File: src/design/bcv_pkg.sv
package bcv_pkg;

  // parameter t, unsigned Q1.16 (17 bits), so 1.0 fits
  localparam int unsigned T_W    = 17;
  localparam int unsigned T_FRAC = 16;
  localparam logic [T_W-1:0] T_ONE      = 17'd65536;
  localparam logic [T_W-1:0] T_STEP_RST = 17'd1040;

  localparam int unsigned IDX_W = 6;

  // APB register map: one 32-bit word per register
  localparam int unsigned APB_AW = 3;
  localparam int unsigned APB_DW = 32;
  localparam int unsigned REG_IDX_W = 1;
  localparam logic [REG_IDX_W-1:0] REG_T_STEP = 1'b0;

  typedef struct packed {
    logic s1;
    logic s2;
    logic s3;
    logic s4;
  } stage_en_t;

endpackage

File: src/design/bcv_if.sv
interface bcv_in_if #(
  parameter int COORD_BITS = 16
) ();
  logic                         valid;
  logic                         ready;
  logic signed [COORD_BITS-1:0] x_ctrl_0;
  logic signed [COORD_BITS-1:0] x_ctrl_1;
  logic signed [COORD_BITS-1:0] x_ctrl_2;
  logic signed [COORD_BITS-1:0] x_ctrl_3;
  logic signed [COORD_BITS-1:0] y_ctrl_0;
  logic signed [COORD_BITS-1:0] y_ctrl_1;
  logic signed [COORD_BITS-1:0] y_ctrl_2;
  logic signed [COORD_BITS-1:0] y_ctrl_3;
  logic signed [COORD_BITS-1:0] z_ctrl_0;
  logic signed [COORD_BITS-1:0] z_ctrl_1;
  logic signed [COORD_BITS-1:0] z_ctrl_2;
  logic signed [COORD_BITS-1:0] z_ctrl_3;

  modport source (
    output valid,
    output x_ctrl_0, x_ctrl_1, x_ctrl_2, x_ctrl_3,
    output y_ctrl_0, y_ctrl_1, y_ctrl_2, y_ctrl_3,
    output z_ctrl_0, z_ctrl_1, z_ctrl_2, z_ctrl_3,
    input  ready
  );

  modport sink (
    input  valid,
    input  x_ctrl_0, x_ctrl_1, x_ctrl_2, x_ctrl_3,
    input  y_ctrl_0, y_ctrl_1, y_ctrl_2, y_ctrl_3,
    input  z_ctrl_0, z_ctrl_1, z_ctrl_2, z_ctrl_3,
    output ready
  );
endinterface


File: src/design/bcv_seq.sv
module bcv_seq #(
  parameter int COORD_BITS = 16,
  parameter int MAX_POINTS = 64
) (
  input  logic                            clk_i,
  input  logic                            rst_ni,
  bcv_in_if.sink                          in_i,
  input  logic [bcv_pkg::T_W-1:0]         t_step_i,
  input  logic                            take_i,
  output logic                            valid_o,
  output logic [bcv_pkg::T_W-1:0]         t_o,
  output logic [$clog2(MAX_POINTS)-1:0]   k_o,
  output logic                            last_o,
  output logic signed [COORD_BITS+3:0]    a_o [3],
  output logic signed [COORD_BITS+3:0]    b_o [3],
  output logic signed [COORD_BITS+3:0]    c_o [3],
  output logic signed [COORD_BITS-1:0]    d_o [3]
);

  localparam int KW  = COORD_BITS + 4;
  localparam int IW  = $clog2(MAX_POINTS);
  localparam int SW  = bcv_pkg::T_W + 2;
  localparam logic signed [KW-1:0] K3 = KW'(3);
  localparam logic [IW-1:0] K_LAST = IW'(MAX_POINTS - 1);

  logic                    v_q, v_d;
  logic                    last_q, last_d;
  logic [bcv_pkg::T_W-1:0] t_q, t_d;
  logic [IW-1:0]           k_q, k_d;
  logic signed [KW-1:0]    a_q [3];
  logic signed [KW-1:0]    b_q [3];
  logic signed [KW-1:0]    c_q [3];
  logic signed [COORD_BITS-1:0] d_q [3];

  logic signed [COORD_BITS-1:0] p [3][4];
  logic signed [KW-1:0]    p0 [3];
  logic signed [KW-1:0]    p1 [3];
  logic signed [KW-1:0]    p2 [3];
  logic signed [KW-1:0]    p3 [3];

  logic                    load;
  logic                    adv;
  logic [bcv_pkg::T_W-1:0] t_nxt;
  logic [IW-1:0]           k_nxt;
  logic [SW-1:0]           t_ahead;

  assign p[0] = '{in_i.x_ctrl_0, in_i.x_ctrl_1, in_i.x_ctrl_2, in_i.x_ctrl_3};
  assign p[1] = '{in_i.y_ctrl_0, in_i.y_ctrl_1, in_i.y_ctrl_2, in_i.y_ctrl_3};
  assign p[2] = '{in_i.z_ctrl_0, in_i.z_ctrl_1, in_i.z_ctrl_2, in_i.z_ctrl_3};

  always_comb begin
    for (int ci = 0; ci < 3; ci++) begin
      p0[ci] = KW'(p[ci][0]);
      p1[ci] = KW'(p[ci][1]);
      p2[ci] = KW'(p[ci][2]);
      p3[ci] = KW'(p[ci][3]);
    end
  end

  assign in_i.ready = !v_q || (take_i && last_q);
  assign load       = in_i.valid && in_i.ready;
  assign adv        = v_q && take_i && !last_q;

  // t stays within 1.0 while the current point is not the last
  assign t_nxt   = t_q + t_step_i;
  assign k_nxt   = k_q + IW'(1);
  assign t_ahead = SW'(t_nxt) + SW'(t_step_i);

  always_comb begin
    v_d    = v_q;
    t_d    = t_q;
    k_d    = k_q;
    last_d = last_q;
    if (load) begin
      v_d    = 1'b1;
      t_d    = '0;
      k_d    = '0;
      last_d = t_step_i > bcv_pkg::T_ONE;
    end else if (adv) begin
      t_d    = t_nxt;
      k_d    = k_nxt;
      last_d = (k_nxt == K_LAST) || (t_ahead > SW'(bcv_pkg::T_ONE));
    end else if (v_q && take_i) begin
      v_d = 1'b0;
    end
  end

  always_ff @(posedge clk_i or negedge rst_ni) begin
    if (!rst_ni) begin
      v_q    <= 1'b0;
      last_q <= 1'b0;
      t_q    <= '0;
      k_q    <= '0;
    end else begin
      v_q    <= v_d;
      last_q <= last_d;
      t_q    <= t_d;
      k_q    <= k_d;
    end
  end

  // power-basis coefficients from the Bezier basis matrix
  always_ff @(posedge clk_i) begin
    if (load) begin
      for (int ci = 0; ci < 3; ci++) begin
        a_q[ci] <= p3[ci] - p0[ci] + K3 * (p1[ci] - p2[ci]);
        b_q[ci] <= K3 * (p0[ci] - (p1[ci] <<< 1) + p2[ci]);
        c_q[ci] <= K3 * (p1[ci] - p0[ci]);
        d_q[ci] <= p[ci][0];
      end
    end
  end

  assign valid_o = v_q;
  assign t_o     = t_q;
  assign k_o     = k_q;
  assign last_o  = last_q;
  assign a_o     = a_q;
  assign b_o     = b_q;
  assign c_o     = c_q;
  assign d_o     = d_q;

endmodule

File: src/flat_wrapper.sv
// flat-port wrapper written by rule: the top's interface ports become plain ports
module bcv_seq_flat 
#(
  parameter int COORD_BITS = 16,
  parameter int MAX_POINTS = 64
)
  (clk_i, rst_ni, t_step_i, take_i, valid_o, t_o, k_o, last_o, a_o, b_o, c_o, d_o, in_i_valid, in_i_x_ctrl_0, in_i_x_ctrl_1, in_i_x_ctrl_2, in_i_x_ctrl_3, in_i_y_ctrl_0, in_i_y_ctrl_1, in_i_y_ctrl_2, in_i_y_ctrl_3, in_i_z_ctrl_0, in_i_z_ctrl_1, in_i_z_ctrl_2, in_i_z_ctrl_3, in_i_ready);
  bcv_in_if #(.COORD_BITS(COORD_BITS)) in_i_i ();
  input  logic clk_i;
  input  logic rst_ni;
  input  logic [bcv_pkg::T_W-1:0] t_step_i;
  input  logic take_i;
  output logic valid_o;
  output logic [bcv_pkg::T_W-1:0] t_o;
  output logic [$clog2(MAX_POINTS)-1:0] k_o;
  output logic last_o;
  output logic signed [COORD_BITS+3:0] a_o[3];
  output logic signed [COORD_BITS+3:0] b_o[3];
  output logic signed [COORD_BITS+3:0] c_o[3];
  output logic signed [COORD_BITS-1:0] d_o[3];
  input wire logic [$bits(in_i_i.valid)-1:0] in_i_valid;
  input wire logic [$bits(in_i_i.x_ctrl_0)-1:0] in_i_x_ctrl_0;
  input wire logic [$bits(in_i_i.x_ctrl_1)-1:0] in_i_x_ctrl_1;
  input wire logic [$bits(in_i_i.x_ctrl_2)-1:0] in_i_x_ctrl_2;
  input wire logic [$bits(in_i_i.x_ctrl_3)-1:0] in_i_x_ctrl_3;
  input wire logic [$bits(in_i_i.y_ctrl_0)-1:0] in_i_y_ctrl_0;
  input wire logic [$bits(in_i_i.y_ctrl_1)-1:0] in_i_y_ctrl_1;
  input wire logic [$bits(in_i_i.y_ctrl_2)-1:0] in_i_y_ctrl_2;
  input wire logic [$bits(in_i_i.y_ctrl_3)-1:0] in_i_y_ctrl_3;
  input wire logic [$bits(in_i_i.z_ctrl_0)-1:0] in_i_z_ctrl_0;
  input wire logic [$bits(in_i_i.z_ctrl_1)-1:0] in_i_z_ctrl_1;
  input wire logic [$bits(in_i_i.z_ctrl_2)-1:0] in_i_z_ctrl_2;
  input wire logic [$bits(in_i_i.z_ctrl_3)-1:0] in_i_z_ctrl_3;
  output wire logic [$bits(in_i_i.ready)-1:0] in_i_ready;
  assign in_i_i.valid = in_i_valid;
  assign in_i_i.x_ctrl_0 = in_i_x_ctrl_0;
  assign in_i_i.x_ctrl_1 = in_i_x_ctrl_1;
  assign in_i_i.x_ctrl_2 = in_i_x_ctrl_2;
  assign in_i_i.x_ctrl_3 = in_i_x_ctrl_3;
  assign in_i_i.y_ctrl_0 = in_i_y_ctrl_0;
  assign in_i_i.y_ctrl_1 = in_i_y_ctrl_1;
  assign in_i_i.y_ctrl_2 = in_i_y_ctrl_2;
  assign in_i_i.y_ctrl_3 = in_i_y_ctrl_3;
  assign in_i_i.z_ctrl_0 = in_i_z_ctrl_0;
  assign in_i_i.z_ctrl_1 = in_i_z_ctrl_1;
  assign in_i_i.z_ctrl_2 = in_i_z_ctrl_2;
  assign in_i_i.z_ctrl_3 = in_i_z_ctrl_3;
  assign in_i_ready = in_i_i.ready;
  bcv_seq #(.COORD_BITS(COORD_BITS), .MAX_POINTS(MAX_POINTS)) u_core (.clk_i(clk_i), .rst_ni(rst_ni), .in_i(in_i_i), .t_step_i(t_step_i), .take_i(take_i), .valid_o(valid_o), .t_o(t_o), .k_o(k_o), .last_o(last_o), .a_o(a_o), .b_o(b_o), .c_o(c_o), .d_o(d_o));
endmodule
File: config.mk
export PLATFORM = sky130hd
export DESIGN_NAME = bcv_seq_flat
export DESIGN_NICKNAME = d
export VERILOG_FILES = /design/src/design/bcv_pkg.sv /design/src/design/bcv_if.sv /design/src/design/bcv_seq.sv /design/src/flat_wrapper.sv
export SDC_FILE = /design/constraint.sdc
export NUM_CORES = 1
export LEC_CHECK = 0
export BUFFER_PORTS_ARGS = -buffer_cell sky130_fd_sc_hd__buf_2
export CORE_UTILIZATION = 59
export DETAILED_ROUTE_END_ITERATION = 8
export GPL_ROUTABILITY_DRIVEN = 0
export PLACE_DENSITY_LB_ADDON = 0.05
export SETUP_SLACK_MARGIN = 0.4
export SLEW_MARGIN = 10
export SYNTH_ARGS = -nofsm -noshare
export SYNTH_HDL_FRONTEND = slang
export SYNTH_SLANG_ARGS = --single-unit
File: constraint.sdc
create_clock -name clk_i -period 9.8 [get_ports clk_i]
set_input_delay 1.47 -clock clk_i [delete_from_list [all_inputs] [get_ports clk_i]]
set_output_delay 1.47 -clock clk_i [all_outputs]
set_load 0.02 [all_outputs]
==> flow_metrics.tcl <==
set metrics [dict create \
    status "finished clean" \
    pwr-share-comb 0.695 \
    io_buffers 466 \
    cts_max_path_buffers 3 \
    drt_iter0_markers 1222 \
    dieHeight_um 224 \
    p_switching_mw 5.11 \
    synth_cell_types 80 \
    path_buf_inv 5 \
    post-route-period-util 0.643 \
    netlist.area_leader.share 0.235 \
    post_cts_resized 0 \
    drive_above_1_share 0.156 \
    worstPathArrival_ns 6.62 \
    initial_core_util 0.597 \
    cts-htree-levels 1 \
    crit_required_ns 10.12 \
    grtUsageMet2 0.493 \
    cpMaxStageDelayCell "o41ai_2" \
    synth_area_leaders "edfxtp_1, ha_1, fa_1, xnor2_1, inv_1" \
    setup_tns_ns 0 \
    grt.busiest_layer "met2" \
    reg2reg_depth 20 \
    yosysWarningCount 0 \
    layout_min_cycle_time_ns 6.30 \
    ios 467 \
    holdPathStages 2 \
    p_per_area_nw_per_um2 330 \
    cp_max_fo 4 \
    use_met3 0.0453 \
    core-area_um2 48800 \
    nets 4421 \
    hold_end "u_core.t_o[4]" \
    slowest_delay_ns 0.42 \
    cp_cell_sequence "buf_2 -> inv_1 -> ha_1 -> inv_1 -> fa_1 -> a21o_1 -> a21oi_1 -> nor2b_1 -> o21a_1 -> o41ai_2 -> o311a_1 -> a2111oi_2 -> o21ai_0 -> o31a_1 -> ha_1 -> inv_1 -> fa_1 -> inv_1 -> ha_1 -> a21o_1 -> a21oi_1 -> o21ai_0 -> and4_1 -> or3_1" \
    postCtsSetupRepairBufs 0 \
    ys.flop_type "edfxtp_1" \
    critPathMostFrequentCell "inv_1" \
    post-route-drc-count 0 \
    power.share.clock 0.109 \
    dp_slack_ns 3.04 \
    dr.pass1.iters 6 \
    seq_area_frac_synth 0.256 \
    yosysTopAreaCell "edfxtp_1" \
    timing.rr.end "u_core.last_o" \
    critPathTopFamily "compound AO/OA/AOI/OAI gates" \
    dieArea_um2 50400 \
    peakVddDrop_uv 261 \
    cts_sinks 253 \
    crit_type "in -> reg" \
    final_cell_mix "ha_1, buf_2, inv_1" \
    grt_pass1_wl_um 117000 \
    async_flop_share 0.0988 \
    syn_nets 3928 \
    core.rowCount 81 \
    wl_per_cell_um 17.3 \
    cts-root-buf "clkbuf_16" \
    die_x_um 224 \
    setup_violations 0 \
    timing.slew.headroom 0.257 \
    syn_to_final_growth_pct 14.5 \
    layout_commonest_cell "ha_1" \
    r2r-start "u_core.t_o[0]" \
    clock_latency_ns 0.59 \
    end_kind "register" \
    overflow 0 \
    hold_violations 0 \
    grt_usage 0.285 \
    intPower_mw 5.91 \
    antenna_found_initial 10 \
    pwr-share-seq 0.196 \
    drv_slew 0 \
    grt_setup_unrepaired "no" \
    synth_cells 3057 \
    cts_buffers 30 \
    tightest_slew_ns 1.09 \
    r2r_setup_slack_ns 4.61 \
    skew_ns 0.0204 \
    max_freq_mhz 159 \
    fin_ws_ns 3.50 \
    max_cap_violations 0 \
    postRouteAntennaNets 0 \
    synth_area_per_cell_um2 9.55 \
    first_global_vias 24047 \
    min-delay-start "u_core.t_o[4]" \
    hold_buffers 0 \
    p_leak_nw 16.3 \
    crit_path_start_kind "primary input" \
    synth-seq-cells 253 \
    switching_share 0.464 \
    cts_tree "built" \
    vias 24131 \
    met1_usage 0.357 \
    clk_pin_slew_ns 0.06 \
    hp-class "reg -> reg" \
    synth-edff-count 228 \
    detail_route.wirelength_um 73300 \
    grt_max_degree 106 \
    hold_slack_ns 0.537 \
    final_core_util 0.684 \
    hpwl_um 61100 \
    viasPerCell 5.68 \
    syn_area_um2 29200 \
]
[worst max path at each step]
stage                     depth (start not counted)             start  slack [ns]              to
final                                            24  in_i_z_ctrl_1[0]        3.50  u_core.a_o[18]
after global routing                             24  in_i_x_ctrl_1[0]        3.20  u_core.a_o[59]
after CTS                                        24  in_i_z_ctrl_1[0]        3.62  u_core.a_o[18]
after detailed placement                         26  in_i_x_ctrl_1[0]        3.04  u_core.a_o[59]
after global placement                           24  in_i_z_ctrl_1[0]        3.16  u_core.a_o[18]
after floorplan                                   7            take_i        1.46   u_core.k_o[3]
[per-stage QoR]
step	power, mW	cells	cell area (um^2)
2_1_floorplan	7.96	3057	29200
3_3_place_gp	9.47	4182	32300
3_5_place_dp	9.73	4182	32300
4_1_cts	11.0	4238	33400
5_1_grt	12.0	4244	33400
6_report	11.0	4246	33400
[power by group through the flow]
| stage | sequential [mW] | combinational, mW | clock, mW |
|---|---|---|---|
| after floorplan | 2.64 | 5.32 | 0 |
| after global placement | 2.17 | 7.30 | 0 |
| after detailed placement | 2.18 | 7.55 | 0 |
| after CTS | 2.16 | 7.63 | 1.22 |
| after global routing | 2.19 | 8.53 | 1.25 |
| final | 2.16 | 7.66 | 1.20 |
[tightest hold or removal path: stages, from the launching register on]
cell	delay (ns)
dfrtp_1	0.37
nand3_1	0.07
nand2_1	0.07
[cell families (layout without fill, tap and decap cells)]
family          count (synthesis)  count (layout)  synth area share
mux                             7               7           0.00249
other cells                     0               8                 0
compound gates                721             721             0.167
simple gates                  670             670             0.111
flops                         253             253             0.256
buf+inv                       420             937            0.0540
xor+xnor                      328             328            0.0984
fa+ha+maj                     658             658             0.311
[sequential cells by signal (all words and copies together), names as in the netlist]
register and count:
u_core.c_o 60, u_core.t_o 17, u_core.d_o 48, u_core.k_o 6, u_core.a_o 60, u_core.last_o 1
u_core.valid_o 1, u_core.b_o 60
[Yosys cell counts, types with 8 or more instances]
cell type and count:
nand3_1 72, a2111oi_0 12, a211o_1 11, a211oi_1 38, o21ai_0 114, a21oi_1 215, a31oi_1 18, a31o_2 10
edfxtp_1 228, o21bai_1 50, a21boi_0 9, inv_1 411, or3_1 31, a41oi_1 10, fa_1 113, xor2_1 85
o21a_1 63, ha_1 545, o31a_1 8, a21o_1 66, nand2_1 142, dfrtp_1 25, nor2b_1 39, and3_1 35
nor3_1 77, nand4_1 9, nand2b_1 40, nor2_1 180, o31ai_1 9, and2_1 12, clkbuf_1 8, o211ai_1 9
xnor2_1 243
[final cells by class]
| type | count | area [um^2] |
|---|---|---|
| flip-flops and latches | 253 | 7470 |
| clock buffers | 40 | 830 |
| inverters | 412 | 1550 |
| well taps | 664 | 831 |
| fillers | 3944 | 15400 |
| diodes | 8 | 20.0 |
| clock inverters | 16 | 216 |
| repair buffers | 469 | 2350 |
| multi-input cells | 2384 | 20100 |
[metal layers]
| metal | up-vias | routed length [um] |
|---|---|---|
| met1 | 11390 | 31000 |
| met2 | 662 | 35300 |
| met4 | 8 | 2690 |
| met3 | 145 | 4260 |
| li1 | 11926 | - |
| met5 | - | 41 |
(Power assumes the default switching activity.)
